[config.mk]
export PLATFORM = sky130hd
export DESIGN_NAME = midpoint_circle_outline_generator_core_flat
export DESIGN_NICKNAME = d
export VERILOG_FILES = /design/src/hw/rtl/mcog_pkg.sv /design/src/hw/rtl/mcog_if.sv /design/src/hw/rtl/midpoint_circle_outline_generator_core.sv /design/src/hw/rtl/mcog_queue.sv /design/src/hw/rtl/mcog_front.sv /design/src/hw/rtl/mcog_back.sv /design/src/flat_wrapper.sv
export SDC_FILE = /design/constraint.sdc
export NUM_CORES = 1
export LEC_CHECK = 0
export ABC_AREA = 1
export ABC_CLOCK_PERIOD_IN_PS = 8450
export BUFFER_PORTS_ARGS = -buffer_cell sky130_fd_sc_hd__buf_2
export CELL_PAD_IN_SITES_DETAIL_PLACEMENT = 1
export CELL_PAD_IN_SITES_GLOBAL_PLACEMENT = 1
export CORE_MARGIN = 1.5
export CORE_UTILIZATION = 45
export CTS_CLUSTER_SIZE = 12
export DETAILED_ROUTE_END_ITERATION = 12
export PLACE_DENSITY = 0.86
export SYNTH_ARGS = -nofsm -noshare
export SYNTH_HDL_FRONTEND = slang
export SYNTH_SLANG_ARGS = --single-unit
[constraint.sdc]
create_clock -name clk -period 8.45 [get_ports clk]
set_input_delay 2.535 -clock clk [delete_from_list [all_inputs] [get_ports clk]]
set_output_delay 2.535 -clock clk [all_outputs]
set_load 0.02 [all_outputs]
[src/hw/rtl/mcog_pkg.sv]
`default_nettype none
// ----------------------------------------------------------------------------
// mcog_pkg: shared definitions for the midpoint circle outline generator
// Widths, register indexes, reset values and item codes used by all files.
// ----------------------------------------------------------------------------
package mcog_pkg;

  localparam int COORD_BITS_DEFAULT = 13;
  localparam int FRAME_BITS         = 13;
  localparam int DIAM_BITS          = 12;
  localparam int STEP_BITS          = 12;
  localparam int DEC_BITS           = 16;
  localparam int CFG_IDX_BITS       = 2;
  localparam int QUEUE_DEPTH        = 2;
  localparam int POINTS_PER_STEP    = 8;

  // Register indexes of the configuration port.
  localparam logic [CFG_IDX_BITS-1:0] CFG_FRAME_WIDTH  = 2'd0;
  localparam logic [CFG_IDX_BITS-1:0] CFG_FRAME_HEIGHT = 2'd1;

  localparam logic [FRAME_BITS-1:0] FRAME_WIDTH_RESET  = 13'd320;
  localparam logic [FRAME_BITS-1:0] FRAME_HEIGHT_RESET = 13'd240;

  // Item codes.
  localparam logic MODE_START   = 1'b0;
  localparam logic MODE_ADVANCE = 1'b1;

  // Decision variable constants of the midpoint update.
  localparam logic [DEC_BITS-1:0] DEC_INIT    = 16'd3;
  localparam logic [DEC_BITS-1:0] DEC_STEP_LE = 16'd6;
  localparam logic [DEC_BITS-1:0] DEC_STEP_GT = 16'd10;

  // Status of the step queue as seen by its neighbors.
  typedef struct packed {
    logic full;
    logic empty;
  } q_status_t;

endpackage
`default_nettype wire

[src/hw/rtl/mcog_if.sv]
`default_nettype none
// ----------------------------------------------------------------------------
// mcog_if: channel interfaces of the circle outline generator
// Input item channel, point result channel and configuration write channel.
// ----------------------------------------------------------------------------
interface mcog_item_if #(
  parameter int COORD_BITS = mcog_pkg::COORD_BITS_DEFAULT
);
  logic                             valid;
  logic                             ready;
  logic                             mode;
  logic signed [COORD_BITS-1:0]     center_x;
  logic signed [COORD_BITS-1:0]     center_y;
  logic [mcog_pkg::DIAM_BITS-1:0]   diameter;

  modport source (output valid, mode, center_x, center_y, diameter, input ready);
  modport sink   (input valid, mode, center_x, center_y, diameter, output ready);
endinterface

interface mcog_point_if #(
  parameter int COORD_BITS = mcog_pkg::COORD_BITS_DEFAULT
);
  logic                         valid;
  logic                         ready;
  logic signed [COORD_BITS:0]   point_x;
  logic signed [COORD_BITS:0]   point_y;
  logic                         inside_res;
  logic                         last;

  modport source (output valid, point_x, point_y, inside_res, last, input ready);
  modport sink   (input valid, point_x, point_y, inside_res, last, output ready);
endinterface

interface mcog_cfg_if;
  logic                              valid;
  logic                              ready;
  logic [mcog_pkg::CFG_IDX_BITS-1:0] index;
  logic [mcog_pkg::FRAME_BITS-1:0]   data;

  modport source (output valid, index, data, input ready);
  modport sink   (input valid, index, data, output ready);
endinterface
`default_nettype wire

[src/hw/rtl/midpoint_circle_outline_generator_core.sv]
`default_nettype none
// ----------------------------------------------------------------------------
// midpoint_circle_outline_generator_core: midpoint circle rasterizer
// Turns start and advance items into the outline points of a circle.
// ----------------------------------------------------------------------------
// Usage:
//   item_in carries one item per handshake. A start item (mode 0) latches the
//   center and diameter and produces no points. Each advance item (mode 1)
//   of an active circle yields eight mirrored octant points on pt_out, and
//   the eighth point of the final step has last set. An advance with no
//   circle active is taken and dropped.
//   cfg writes frame_width (index 0) and frame_height (index 1), which set
//   the inside_res flag of each point. Other indexes are ignored. Writes are
//   taken every cycle and are meant for idle periods only.
// Flow:
//   An accepted advance pushes its step record into the step queue; the back
//   then loads the points of the record one by one into its output register.
//   The point emitter puts out one point per cycle while pt_out is ready, so
//   it sets the sustained rate of advance items. A two-entry step queue lets
//   the front take further items while earlier steps are still being emitted.
// Reset and stalls:
//   rst (synchronous) ends any circle, empties the queue and restores the
//   frame size to 320 by 240. When pt_out is stalled the current point is
//   held; the queue fills and then item_in drops ready.
// ----------------------------------------------------------------------------
module midpoint_circle_outline_generator_core #(
  parameter int COORD_BITS = mcog_pkg::COORD_BITS_DEFAULT
) (
  input  wire logic    clk,
  input  wire logic    rst,
  mcog_item_if.sink    item_in,
  mcog_point_if.source pt_out,
  mcog_cfg_if.sink     cfg
);
  // One queued step: center, even offset, x, y before the update, final flag.
  localparam int REC_W = 2 * COORD_BITS + 2 * mcog_pkg::STEP_BITS + 2;

  logic [mcog_pkg::FRAME_BITS-1:0] frame_width;
  logic [mcog_pkg::FRAME_BITS-1:0] frame_height;

  logic                 push;
  logic [REC_W-1:0]     push_data;
  logic                 pop;
  logic [REC_W-1:0]     pop_data;
  mcog_pkg::q_status_t  q_status;

  // Configuration registers. The port never stalls.
  assign cfg.ready = 1'b1;

  always_ff @(posedge clk) begin
    if (rst) begin
      frame_width  <= mcog_pkg::FRAME_WIDTH_RESET;
      frame_height <= mcog_pkg::FRAME_HEIGHT_RESET;
    end else if (cfg.valid && cfg.ready) begin
      case (cfg.index)
        mcog_pkg::CFG_FRAME_WIDTH:  frame_width  <= cfg.data;
        mcog_pkg::CFG_FRAME_HEIGHT: frame_height <= cfg.data;
        default: ;
      endcase
    end
  end

  // The front owns the circle state and produces one step record per
  // accepted advance of an active circle.
  mcog_front #(
    .COORD_BITS (COORD_BITS),
    .REC_W      (REC_W)
  ) u_front (
    .clk       (clk),
    .rst       (rst),
    .item_in   (item_in),
    .q_status  (q_status),
    .push      (push),
    .push_data (push_data)
  );

  mcog_queue #(
    .WIDTH (REC_W),
    .DEPTH (mcog_pkg::QUEUE_DEPTH)
  ) u_queue (
    .clk       (clk),
    .rst       (rst),
    .push      (push),
    .push_data (push_data),
    .pop       (pop),
    .pop_data  (pop_data),
    .status    (q_status)
  );

  // The back expands each record into eight points through an output
  // register, so a stall on pt_out only holds the current point.
  mcog_back #(
    .COORD_BITS (COORD_BITS),
    .REC_W      (REC_W)
  ) u_back (
    .clk          (clk),
    .rst          (rst),
    .rec          (pop_data),
    .q_status     (q_status),
    .frame_width  (frame_width),
    .frame_height (frame_height),
    .pop          (pop),
    .pt_out       (pt_out)
  );

  // The queue cannot report full and empty at once.
  a_queue_status: assert property (@(posedge clk) disable iff (rst)
    !(q_status.full && q_status.empty))
    else $error("step queue reports full and empty together");

  // A point can only appear after the queue held a step.
  a_point_source: assert property (@(posedge clk) disable iff (rst)
    $rose(pt_out.valid) |-> $past(!q_status.empty))
    else $error("point emitted without a queued step");

  // No push is ever dropped by a full queue.
  a_no_overflow: assert property (@(posedge clk) disable iff (rst)
    push |-> !q_status.full)
    else $error("step pushed into a full queue");

  // No point is shown in the cycle after reset.
  a_reset_quiet: assert property (@(posedge clk)
    (!rst && $past(rst)) |-> !pt_out.valid)
    else $error("point valid right after reset");
endmodule
`default_nettype wire

[src/hw/rtl/mcog_queue.sv]
`default_nettype none
// ----------------------------------------------------------------------------
// mcog_queue: short step queue
// Register FIFO that decouples the step front end from the point back end.
// ----------------------------------------------------------------------------
module mcog_queue #(
  parameter int WIDTH = 8,
  parameter int DEPTH = mcog_pkg::QUEUE_DEPTH
) (
  input  wire logic             clk,
  input  wire logic             rst,
  input  wire logic             push,
  input  wire logic [WIDTH-1:0] push_data,
  input  wire logic             pop,
  output logic      [WIDTH-1:0] pop_data,
  output mcog_pkg::q_status_t   status
);
  localparam int PTR_W = (DEPTH > 1) ? $clog2(DEPTH) : 1;
  localparam int CNT_W = $clog2(DEPTH + 1);

  logic [WIDTH-1:0] mem [DEPTH];
  logic [PTR_W-1:0] wr_ptr;
  logic [PTR_W-1:0] rd_ptr;
  logic [CNT_W-1:0] count;
  logic             do_push;
  logic             do_pop;

  assign status.full  = (count == CNT_W'(DEPTH));
  assign status.empty = (count == '0);
  assign do_push      = push && !status.full;
  assign do_pop       = pop && !status.empty;
  assign pop_data     = mem[rd_ptr];

  always_ff @(posedge clk) begin
    if (do_push) begin
      mem[wr_ptr] <= push_data;
    end
  end

  always_ff @(posedge clk) begin
    if (rst) begin
      wr_ptr <= '0;
      rd_ptr <= '0;
      count  <= '0;
    end else begin
      if (do_push) begin
        wr_ptr <= (wr_ptr == PTR_W'(DEPTH - 1)) ? '0 : wr_ptr + 1'b1;
      end
      if (do_pop) begin
        rd_ptr <= (rd_ptr == PTR_W'(DEPTH - 1)) ? '0 : rd_ptr + 1'b1;
      end
      if (do_push && !do_pop) begin
        count <= count + 1'b1;
      end else if (do_pop && !do_push) begin
        count <= count - 1'b1;
      end
    end
  end
endmodule
`default_nettype wire

[src/hw/rtl/mcog_front.sv]
`default_nettype none
// ----------------------------------------------------------------------------
// mcog_front: item intake and midpoint stepper
// Accepts items, keeps the circle state and queues one record per step.
// ----------------------------------------------------------------------------
module mcog_front #(
  parameter int COORD_BITS = mcog_pkg::COORD_BITS_DEFAULT,
  parameter int REC_W      = 2 * COORD_BITS + 2 * mcog_pkg::STEP_BITS + 2
) (
  input  wire logic              clk,
  input  wire logic              rst,
  mcog_item_if.sink              item_in,
  input  wire mcog_pkg::q_status_t q_status,
  output logic                   push,
  output logic [REC_W-1:0]       push_data
);
  localparam int SB = mcog_pkg::STEP_BITS;
  localparam int DB = mcog_pkg::DEC_BITS;

  logic [COORD_BITS-1:0] ctr_x;
  logic [COORD_BITS-1:0] ctr_y;
  logic                  even_offset;
  logic [SB-1:0]         step_x;
  logic [SB-1:0]         step_y;
  logic [DB-1:0]         decision;
  logic                  active;

  logic                  accept;
  logic                  dec_pos;
  logic [DB-1:0]         inc_le;
  logic [DB-1:0]         diff;
  logic [DB-1:0]         inc_gt;
  logic [DB-1:0]         decision_next;
  logic [SB+1:0]         x_plus1;
  logic [SB+1:0]         y_next;
  logic                  fin;
  logic [SB-2:0]         radius;

  assign item_in.ready = !q_status.full;
  assign accept        = item_in.valid && item_in.ready;
  assign push          = accept && (item_in.mode == mcog_pkg::MODE_ADVANCE) && active;

  // Midpoint update: the decision steps by 4x+6 when not positive, else by
  // 4(x-y)+10 with y moving one row inward.
  assign dec_pos       = !decision[DB-1] && (decision != '0);
  assign inc_le        = {{(DB-SB-2){1'b0}}, step_x, 2'b00} + mcog_pkg::DEC_STEP_LE;
  assign diff          = {{(DB-SB){1'b0}}, step_x} - {{(DB-SB){1'b0}}, step_y};
  assign inc_gt        = {diff[DB-3:0], 2'b00} + mcog_pkg::DEC_STEP_GT;
  assign decision_next = decision + (dec_pos ? inc_gt : inc_le);
  assign x_plus1       = {2'b00, step_x} + 1'b1;
  assign y_next        = {2'b00, step_y} - {{(SB+1){1'b0}}, dec_pos};
  assign fin           = $signed(x_plus1) > $signed(y_next);
  assign radius        = item_in.diameter[SB-1:1];

  assign push_data = {ctr_x, ctr_y, even_offset, step_x, step_y, fin};

  always_ff @(posedge clk) begin
    if (rst) begin
      active      <= 1'b0;
      ctr_x       <= '0;
      ctr_y       <= '0;
      even_offset <= 1'b0;
      step_x      <= '0;
      step_y      <= '0;
      decision    <= '0;
    end else if (accept) begin
      if (item_in.mode == mcog_pkg::MODE_START) begin
        ctr_x       <= item_in.center_x;
        ctr_y       <= item_in.center_y;
        even_offset <= !item_in.diameter[0];
        step_x      <= '0;
        step_y      <= {1'b0, radius};
        decision    <= mcog_pkg::DEC_INIT - {{(DB-SB){1'b0}}, radius, 1'b0};
        active      <= 1'b1;
      end else if (active) begin
        decision <= decision_next;
        step_x   <= x_plus1[SB-1:0];
        step_y   <= y_next[SB-1:0];
        if (fin) begin
          active <= 1'b0;
        end
      end
    end
  end
endmodule
`default_nettype wire

[src/hw/rtl/mcog_back.sv]
`default_nettype none
// ----------------------------------------------------------------------------
// mcog_back: octant point emitter
// Turns each queued step into eight mirrored points, one per unstalled cycle.
// ----------------------------------------------------------------------------
module mcog_back #(
  parameter int COORD_BITS = mcog_pkg::COORD_BITS_DEFAULT,
  parameter int REC_W      = 2 * COORD_BITS + 2 * mcog_pkg::STEP_BITS + 2
) (
  input  wire logic                            clk,
  input  wire logic                            rst,
  input  wire logic [REC_W-1:0]                rec,
  input  wire mcog_pkg::q_status_t             q_status,
  input  wire logic [mcog_pkg::FRAME_BITS-1:0] frame_width,
  input  wire logic [mcog_pkg::FRAME_BITS-1:0] frame_height,
  output logic                                 pop,
  mcog_point_if.source                         pt_out
);
  localparam int SB    = mcog_pkg::STEP_BITS;
  localparam int FB    = mcog_pkg::FRAME_BITS;
  localparam int SUM_W = ((COORD_BITS > SB) ? COORD_BITS : SB) + 2;
  localparam int IDX_W = $clog2(mcog_pkg::POINTS_PER_STEP);

  logic [COORD_BITS-1:0] cx;
  logic [COORD_BITS-1:0] cy;
  logic                  e;
  logic [SB-1:0]         sx;
  logic [SB-1:0]         sy;
  logic                  fin;

  logic [IDX_W-1:0]      idx;
  logic                  load;
  logic                  last_pt;
  logic [SUM_W-1:0]      cx_w;
  logic [SUM_W-1:0]      cy_w;
  logic [SUM_W-1:0]      e_w;
  logic [SUM_W-1:0]      a_w;
  logic [SUM_W-1:0]      b_w;
  logic [SUM_W-1:0]      px;
  logic [SUM_W-1:0]      py;
  logic                  in_frame;

  logic                  out_valid;
  logic [COORD_BITS:0]   point_x;
  logic [COORD_BITS:0]   point_y;
  logic                  inside_res;
  logic                  last;

  assign {cx, cy, e, sx, sy, fin} = rec;

  assign load    = !q_status.empty && (!out_valid || pt_out.ready);
  assign last_pt = (idx == IDX_W'(mcog_pkg::POINTS_PER_STEP - 1));
  assign pop     = load && last_pt;

  // The upper four points swap the roles of x and y; bit 0 mirrors the
  // column and bit 1 mirrors the row about the center.
  assign cx_w = {{(SUM_W-COORD_BITS){cx[COORD_BITS-1]}}, cx};
  assign cy_w = {{(SUM_W-COORD_BITS){cy[COORD_BITS-1]}}, cy};
  assign e_w  = {{(SUM_W-1){1'b0}}, e};
  assign a_w  = {{(SUM_W-SB){1'b0}}, (idx[2] ? sy : sx)};
  assign b_w  = {{(SUM_W-SB){1'b0}}, (idx[2] ? sx : sy)};
  assign px   = idx[0] ? (cx_w + e_w - a_w) : (cx_w + a_w);
  assign py   = idx[1] ? (cy_w + e_w - b_w) : (cy_w + b_w);

  assign in_frame = !px[SUM_W-1] && !py[SUM_W-1] &&
                    (px < {{(SUM_W-FB){1'b0}}, frame_width}) &&
                    (py < {{(SUM_W-FB){1'b0}}, frame_height});

  always_ff @(posedge clk) begin
    if (rst) begin
      idx       <= '0;
      out_valid <= 1'b0;
    end else begin
      if (load) begin
        idx       <= idx + 1'b1;
        out_valid <= 1'b1;
      end else if (pt_out.ready) begin
        out_valid <= 1'b0;
      end
    end
  end

  always_ff @(posedge clk) begin
    if (load) begin
      point_x    <= px[COORD_BITS:0];
      point_y    <= py[COORD_BITS:0];
      inside_res <= in_frame;
      last       <= fin && last_pt;
    end
  end

  assign pt_out.valid      = out_valid;
  assign pt_out.point_x    = point_x;
  assign pt_out.point_y    = point_y;
  assign pt_out.inside_res = inside_res;
  assign pt_out.last       = last;
endmodule
`default_nettype wire

[src/flat_wrapper.sv]
// flat-port wrapper written by rule: the top's interface ports become plain ports
module midpoint_circle_outline_generator_core_flat 
#(
  parameter int COORD_BITS = mcog_pkg::COORD_BITS_DEFAULT
)
  (clk, rst, item_in_valid, item_in_mode, item_in_center_x, item_in_center_y, item_in_diameter, item_in_ready, pt_out_valid, pt_out_point_x, pt_out_point_y, pt_out_inside_res, pt_out_last, pt_out_ready, cfg_valid, cfg_index, cfg_data, cfg_ready);
  mcog_item_if #(.COORD_BITS(COORD_BITS)) item_in_i ();
  mcog_point_if #(.COORD_BITS(COORD_BITS)) pt_out_i ();
  mcog_cfg_if cfg_i ();
  input  wire logic clk;
  input  wire logic rst;
  input wire logic [$bits(item_in_i.valid)-1:0] item_in_valid;
  input wire logic [$bits(item_in_i.mode)-1:0] item_in_mode;
  input wire logic [$bits(item_in_i.center_x)-1:0] item_in_center_x;
  input wire logic [$bits(item_in_i.center_y)-1:0] item_in_center_y;
  input wire logic [$bits(item_in_i.diameter)-1:0] item_in_diameter;
  output wire logic [$bits(item_in_i.ready)-1:0] item_in_ready;
  output wire logic [$bits(pt_out_i.valid)-1:0] pt_out_valid;
  output wire logic [$bits(pt_out_i.point_x)-1:0] pt_out_point_x;
  output wire logic [$bits(pt_out_i.point_y)-1:0] pt_out_point_y;
  output wire logic [$bits(pt_out_i.inside_res)-1:0] pt_out_inside_res;
  output wire logic [$bits(pt_out_i.last)-1:0] pt_out_last;
  input wire logic [$bits(pt_out_i.ready)-1:0] pt_out_ready;
  input wire logic [$bits(cfg_i.valid)-1:0] cfg_valid;
  input wire logic [$bits(cfg_i.index)-1:0] cfg_index;
  input wire logic [$bits(cfg_i.data)-1:0] cfg_data;
  output wire logic [$bits(cfg_i.ready)-1:0] cfg_ready;
  assign item_in_i.valid = item_in_valid;
  assign item_in_i.mode = item_in_mode;
  assign item_in_i.center_x = item_in_center_x;
  assign item_in_i.center_y = item_in_center_y;
  assign item_in_i.diameter = item_in_diameter;
  assign item_in_ready = item_in_i.ready;
  assign pt_out_valid = pt_out_i.valid;
  assign pt_out_point_x = pt_out_i.point_x;
  assign pt_out_point_y = pt_out_i.point_y;
  assign pt_out_inside_res = pt_out_i.inside_res;
  assign pt_out_last = pt_out_i.last;
  assign pt_out_i.ready = pt_out_ready;
  assign cfg_i.valid = cfg_valid;
  assign cfg_i.index = cfg_index;
  assign cfg_i.data = cfg_data;
  assign cfg_ready = cfg_i.ready;
  midpoint_circle_outline_generator_core #(.COORD_BITS(COORD_BITS)) u_core (.clk(clk), .rst(rst), .item_in(item_in_i), .pt_out(pt_out_i), .cfg(cfg_i));
endmodule
# --- Word level (Yosys, flattened, before mapping) ---
# Memory sizes are Yosys's and may differ from the RTL's. A register that Yosys moved wholly into a read port is not among the register bits.
# Index checks and enable logic that the tools add are counted.
classes:
  n_addsub: 18
  n_lt_le_gt_ge: 3
  eq_ne: 4
  mux: 24
  bitwise: 1
  n_reduce_logical: 33
ops:
  columns: ["operator", "n"]
  rows:
  - ["$mux 12", 6]
  - ["$mux 16", 3]
  - ["$lt 15x13->1", 2]
  - ["$mux 15", 2]
  - ["$sub 14x13->15", 2]
  - ["$add 13x13->14", 2]
  - ["$add 13x2->14", 2]
  - ["$add 15x5->16 const B", 1]
  - ["$add 16x16->16", 1]
  - ["$reduce_bool 16->1", 1]
  - ["$add 14x3->15 const B", 1]
  - ["$gt 14x13->1", 1]
  - ["$logic_and 1x1->1", 14]
  - ["$add 12x1->13 const B", 1]
  - ["$sub 12x1->13", 1]
  - ["$sub 12x12->13", 1]
  - ["$sub 2x12->13 const A", 1]
  - ["$mux 1", 11]
  - ["$logic_not 1->1", 9]
  - ["$reduce_and 2->1", 4]
  - ["$logic_not 2->1", 2]
  - ["$mux 2", 2]
  - ["$reduce_bool 2->1", 2]
  - ["$add 3x1->3 const B", 1]
  - ["9 further kinds", 10]
word_totals:
  reg_bits: 132
  ram_bits: 104
  input_bits: 59
  out_inout_bits: 33
  word_cells: 102
  memories: 1
memory_table:
  columns: ["memory", "depth", "word_bits", "read_ports", "rd_clocked_by_memory_dff", "write_ports", "line_no", "rtl"]
  rows:
  - ["u_core.u_queue.mem", 2, 52, 1, 1, 1, "mcog_queue.sv:21", "logic [WIDTH-1:0] mem [DEPTH];"]

# --- Logic depth before layout (Yosys ltp) ---
# Gate-level depths: netlist (run 1).
logic_depth:
  word_depth: 10
  mapped_depth: 30
  depth_no_buf: 28

# --- Hierarchy ---
# A second synthesis (run 1) with hierarchy kept.
hier_totals:
  cells_unflattened: 2006
  area_unflattened_um2: 16183.0
by_module_without_submodules:
  columns: ["mod", "n_inst", "cells_per_inst", "area_each_um2", "seq_area_each_um2"]
  rows:
  - ["mcog_back", 1, 847, 5630.4, 980.9]
  - ["mcog_front", 1, 800, 5163.7, 1361.3]
  - ["mcog_queue", 1, 199, 4257.8, 3223.1]
  - ["midpoint_circle_outline_generator_core", 1, 160, 1131.1, 520.5]

# --- Least setup slack after synthesis (run 1) ---
# No wires, ideal clock.
synth_path:
  path_kind: "input to register"
  start: "input item_in_mode"
  end: "memory u_core.u_queue.mem[1][0] in the netlist's numbering, enable pin"
  setup_time_ns: 0.463
  arrival_ns: 5.283
  required_ns: 7.987
  setup_slack_ns: 2.704
  stages: 4
  path_buffers: 0
  cell_sequence: "inv_1 > nor3_1 > inv_1 > nor2_1"
synth_between:
  elab_chain_len: 5
synth_rtl:
  columns: ["item", "line_no", "rtl"]
  rows:
  - ["from (decl)", "flat_wrapper.sv:13", "input wire logic [$bits(item_in_i.mode)-1:0] item_in_mode;"]
  - ["$logic_and 1x1->1 (2 in a row)", "mcog_front.sv:41", "assign push = accept && (item_in.mode == mcog_pkg::MODE_ADVANCE) && active;"]
  - ["$logic_and 1x1->1", "mcog_queue.sv:30", "assign do_push = push && !status.full;"]
  - ["$mux 1", "mcog_queue.sv:35", "if (do_push) begin"]
  - ["$mux 1 (implied by the code)", "mcog_queue.sv:36", "mem[wr_ptr] <= push_data;"]
  - ["to (decl)", "mcog_queue.sv:21", null]
# Every way passes these cells.

==> results.toml, run 1 <==
[logic_synthesis]
synthTopCellsByCount = "nand2_1 (352), inv_1 (247), o21ai_0 (212)"
yosys-top-cells-area = "edfxtp_1 (27%), dfxtp_1 (14%), ha_1 (12%)"
synth_edf_count = 134
async_flop_share = 0
post-synth-top-area-cell = "edfxtp_1"
synth_top_area_frac = 0.269
synth_flop_cell = "edfxtp_1"
netlist_area_um2 = 14900
mappedNetlistNets = 2073
ys_warn_count = 0
synth-seq-area-share = 0.407
netlist-cell-type-count = 57
yosysMostFrequentCell = "nand2_1"
netlist_instances = 1863
synth_seq_cells = 237
syn_avg_cell_area_um2 = 8.02

[sta]
slew_headroom = 0.270
tightest_slew_ps = 1090
setup_viol = 0
finClkSkew_ps = 15.7
fin_crit_sh = 0.703
finalMaxSlewViolations = 0
clock.fmax_mhz = 168
setup_tns_ps = 0
fin_crit_ps = 5940
layout_setup_ws_ps = 2510
finalHoldViolations = 0
rsz0062_at_grt = "no"

[clocking]
numCtsBuffers = 27
cts_root_buf = "clkbuf_16"
ctsResizeCount = 0
hold_buffers = 0
clock_path_buffers = 3
cts_tree = "built"
clk_latency_ps = 560
cts.htree.levels = 1
clock-sinks = 237
post_cts_buffers = 0
clkTransAtPathRegs_ps = 60

[route]
drt-initial-drc-count = 734
routedWlPerCell_um = 19.6
ant_nets = 0
routed_wl_um = 47000
vias = 13300
drc = 0
vias_per_cell = 5.55
firstDrtPassIters = 5

[final_layout]
fin_cells = 2403
drive_gt1_frac = 0.113
insertedDiodeCount = 0
area_delta_synth_final_pct = 11.8
nets = 2150

[grt]
grt_max_degree = 57
grt_pass1_vias = 13700
grt_usage = 0.275
grt_overflow = 0
grt_pass1_wl_um = 73000
antenna_found_initial = 0

[worst_setup_path]
crit_required_ps = 8860
cp-start-kind = "register"
worstSetupPathType = "reg -> reg"
critical_path_arrival_ps = 6360
path_max_fanout = 53
worstSetupEndpointType = "register"

[outcome]
status = "finished, final reports clean"

[pwr]
power_density_nw_per_um2 = 194
leakage_nw = 7.77
ir_drop_uv = 137

[die]
io_pins = 92
die-area_um2 = 34300
die_width_um = 185
die_h_um = 185
num_rows = 66
start_util = 0.458
core_um2 = 32600

[min_path]
hold_path.class = "reg -> reg"

[place]
dp_slack_ps = 2810
dp.cells = 2353
place_hpwl_um = 35300
routabilityCongestion = 0.922
port_buffers = 90

[run]
drv_cap = 0
## registers in the layout (all words and copies together), names as in the netlist, 2 cells and up, named ones only
register and count:
u_core.u_queue.mem 104, u_core.u_back.pt_out.point_y 14, u_core.u_back.pt_out.point_x 14, u_core.frame_height 13, u_core.u_front.decision 16, u_core.u_queue.count 2
u_core.u_front.step_x 12, u_core.u_back.idx 3, u_core.u_front.ctr_x 13, u_core.u_front.ctr_y 13, u_core.frame_width 13, u_core.u_front.step_y 12
## metal layers
metal | track usage | share of wire
met1 | 0.326 | 0.42
met2 | 0.509 | 0.51
met3 | 0.0297 | 0.034
met4 | 0.0989 | 0.036
met5 | 0 | 0
## kinds of logic (layout without fill, tap and decap cells)
logic type,after synthesis,after routing,synth area share
simple gates,683,683,0.198
compound gates,442,442,0.161
buf+inv,305,403,0.0776
flops,237,237,0.407
fa+ha+maj,151,151,0.130
xor+xnor,39,39,0.0229
mux,5,5,0.00335
other cells,1,1,0.000251
## per-stage QoR
stage	hold WS (ps)	total power, mW	cell area (um2)	util
CTS	456	3.24	16700	0.512
detailed placement	437	2.07	15800	0.486
global placement	426	2.03	15800	0.486
global route	471	3.38	16700	0.512
floorplan	420	1.85	14900	-
finish	457	3.23	16700	0.512
## power breakdown
group	switching, mW	total (mW)	leakage [nW]	internal (mW)
Combinational	0.511	0.766	5.22	0.255
Sequential	0.0336	1.30	2.13	1.27
Clock	0.500	1.17	0.420	0.665
Total	1.05	3.23	7.77	2.19
## critical path: stages (launching register included)
cell and delay [ps]:
dfxtp_1 310, buf_4 460, inv_1 430, buf_4 360, or2_2 300, o21ai_0 180, inv_1 140, o21ai_0 460
ha_1 380, ha_1 380, nand3_1 100, nand2_1 140, a21oi_1 120, nor2_1 170, nor2_1 60, o21ai_0 260
nand2_1 100, inv_1 90, o21ai_0 70, o21ai_0 90, inv_1 90, ha_1 310, a211o_1 310, a21oi_1 110
o21ai_0 110, nor2_1 90, nand3_1 70, nor2_1 100
## final cells by class
type                            instances  area, um2
Sequential cell                       237       6090
Multi-Input combinational cell       1321       7720
Clock buffer                           37        723
Fill cell                            3971      15900
Inverter                              253        950
Tap cell                              442        553
Clock inverter                         13        138
Timing Repair Buffer                  100        526
## path summary, 6_finish.rpt
path / startpoint / slack, ps / endpoint / cells past startpoint
worst max register to register: register / 2510 / u_core.u_back.pt_out.inside_res / 27
worst min register to register: u_core.u_front.ctr_y[12] / 460 / u_core.u_queue.mem[1][38] / 0
worst max-delay path: register / 2510 / u_core.u_back.pt_out.inside_res / 27
worst min-delay path: u_core.u_front.ctr_y[12] / 460 / u_core.u_queue.mem[1][38] / 0
## cells in the final DEF, fill, tap and decap left out, types with 6 or more instances in the layout
cell         n
clkbuf_16   27
o31ai_1      6
dfxtp_1    103
nor2_1     162
nand2_2     16
o21bai_1     8
fa_1         6
edfxtp_1   134
a21oi_1    157
nand2_1    352
nand4_1     18
o21ai_0    212
buf_4       10
ha_1       145
o211ai_1    10
xor2_1      29
buf_2       90
inv_1      246
or2_2       31
clkbuf_1     9
nor3_1      19
xnor2_1     10
a31oi_1      9
nand3_1     56
Note: power is estimated with default switching activity, not from simulation.
==> inputs of run 2 (changes only) <==
--- a/config.mk
+++ b/config.mk
@@ -6,15 +6,15 @@
 export NUM_CORES = 1
 export LEC_CHECK = 0
 export ABC_AREA = 1
-export ABC_CLOCK_PERIOD_IN_PS = 8450
+export ABC_CLOCK_PERIOD_IN_PS = 5400
 export BUFFER_PORTS_ARGS = -buffer_cell sky130_fd_sc_hd__buf_2
 export CELL_PAD_IN_SITES_DETAIL_PLACEMENT = 1
 export CELL_PAD_IN_SITES_GLOBAL_PLACEMENT = 1
 export CORE_MARGIN = 1.5
-export CORE_UTILIZATION = 45
+export CORE_UTILIZATION = 42
 export CTS_CLUSTER_SIZE = 12
 export DETAILED_ROUTE_END_ITERATION = 12
-export PLACE_DENSITY = 0.86
+export PLACE_DENSITY = 0.84
 export SYNTH_ARGS = -nofsm -noshare
 export SYNTH_HDL_FRONTEND = slang
 export SYNTH_SLANG_ARGS = --single-unit
==> constraint.sdc (replaced) <==
create_clock -name clk -period 5.4 [get_ports clk]
set_input_delay 1.62 -clock clk [delete_from_list [all_inputs] [get_ports clk]]
set_output_delay 1.62 -clock clk [all_outputs]
set_load 0.02 [all_outputs]
==> results.toml, run 2 (same netlist as run 1, synthesis figures left out) <==
[outcome]
status = "finished, final reports clean"

[final_layout]
fin_cells = 2428
largest-register = "u_core.u_queue.mem"
drive_gt1_frac = 0.121
final_util = 0.487
insertedDiodeCount = 0
final_common_cell = "nand2_1"
final_cell_mix = "nand2_1 (352), inv_1 (244), o21ai_0 (210), nor2_1 (162), a21oi_1 (157)"
largest_reg_flops = 104
top_regs = "u_core.u_queue.mem: 104 flops, u_core.u_front.decision: 16 flops"
nets = 2162
final_area_um2 = 16900
area_delta_synth_final_pct = 13.4

[grt]
antenna_found_initial = 1
grt_pass1_wl_um = 73500
grt_overflow = 0
grt_pass1_vias = 14100
grt_max_degree = 59
grt_usage = 0.255

[sta]
clock.fmax_mhz = 205
layout_setup_ws_ps = 525
finClkSkew_ps = 11.4
fin_crit_sh = 0.903
finalHoldViolations = 0
fin_hold_ws_ps = 458
setup_viol = 0
tightest_slew_ps = 1040
slew_headroom = 0.307
fin_crit_ps = 4880
setup_tns_ps = 0
finalMaxSlewViolations = 0
rsz0062_at_grt = "no"

[place]
place_hpwl_um = 35000
dp_slack_ps = 569
port_buffers = 90
dp.cells = 2372
dpl_cell_area_um2 = 15900
routabilityCongestion = 0.889

[die]
die_width_um = 192
die_h_um = 192
io_pins = 92
die-area_um2 = 36700
start_util = 0.429
num_rows = 68
core_um2 = 34800

[pwr]
netSwitchingFraction = 0.315
power_density_nw_per_um2 = 306
ir_drop_uv = 255
p_comb_frac = 0.229
power.total_mw = 5.19
p_switching_mw = 1.64
power_frac_clock = 0.379
leakage_nw = 7.87
intPower_mw = 3.55
power_frac_seq = 0.392

[worst_setup_path]
cp_common_cell = "a21oi_1"
crit_required_ps = 5820
crit_buf_inv = 2
cp-start-kind = "register"
worstSetupPathType = "reg -> reg"
path_cells = "clkinvlp_4 -> or2_2 -> o21ai_0 -> inv_1 -> o21ai_0 -> ha_1 -> ha_1 -> a21oi_1 -> o21ai_0 -> a21oi_1 -> nor2_1 -> o21ai_0 -> nand2_1 -> xnor2_1 -> a21oi_1 -> ha_1 -> a21oi_1 -> nor2_1 -> a211oi_1 -> a21oi_1 -> nor2_1 -> nand3_1 -> nor2_1"
critical-path-top-delay-family = "compound AO/OA/AOI/OAI gates"
path_max_fanout = 11
cpMaxStageDelayCell = "o21ai_0"
worstSetupEndpointType = "register"
cpPeakStageDelay_ps = 480
critical_path_arrival_ps = 5290

[clocking]
cts_tree = "built"
clock_path_buffers = 3
clkTransAtPathRegs_ps = 60
cts.htree.levels = 1
clock-sinks = 237
clk_latency_ps = 560
numCtsBuffers = 27
cts_root_buf = "clkbuf_16"

[route]
drt-initial-drc-count = 737
drc = 0
vias = 13400
ant_nets = 0
vias_per_cell = 5.52
firstDrtPassIters = 5
routedWlPerCell_um = 19.6
routed_wl_um = 47500

[min_path]
hold_path.class = "reg -> reg"

[run]
drv_cap = 0
run 2: cell count changes in the layout (fill, tap and decap cells not counted), moves of 3 or more:
cell       before  now
clkinv_2        5    2
buf_4          10   16
clkbuf_16      27   31
clkbuf_8        1    4
run 2: power groups by stage:
stage | clock [mW] | sequential (mW) | combinational, mW
2_1_floorplan | 0 | 2.07 | 0.826
3_3_place_gp | 0 | 2.07 | 1.11
3_5_place_dp | 0 | 2.07 | 1.17
4_1_cts | 1.98 | 2.03 | 1.19
5_1_grt | 2.04 | 2.04 | 1.34
6_report | 1.97 | 2.04 | 1.19
run 2: layer usage:
layer | routed length, um | GRT usage | vias to the layer above
met5 | 13 | 0 | -
met4 | 2050 | 0.108 | 2
met3 | 1960 | 0.0318 | 117
met2 | 24000 | 0.465 | 336
met1 | 19500 | 0.300 | 6525
li1 | - | - | 6423
run 2: cell type report:
cell class	count	area [um2]
Clock buffer	42	836
Fill cell	4238	17900
Sequential cell	237	6090
Timing Repair inverter	3	17.5
Multi-Input combinational cell	1321	7720
Clock inverter	8	111
Timing Repair Buffer	109	636
Tap cell	455	569
Inverter	253	957
run 2: timing repair:
| action | in CTS | in global routing |
|---|---|---|
| setup buffers | 0 | 2 |
| hold buffers | 0 | 0 |
| setup endpoints to repair | 0 | 1 |
| gates resized for setup | 0 | 11 |
run 2: path summary, 6_finish.rpt:
check                                             start                               to  slack, ps  cells past startpoint
worst max register to register                 register  u_core.u_back.pt_out.inside_res        520                     23
worst min-delay path            u_core.u_front.ctr_x[6]        u_core.u_queue.mem[1][45]        460                      0
worst max-delay path                           register  u_core.u_back.pt_out.inside_res        520                     23
worst min register to register  u_core.u_front.ctr_x[6]        u_core.u_queue.mem[1][45]        460                      0
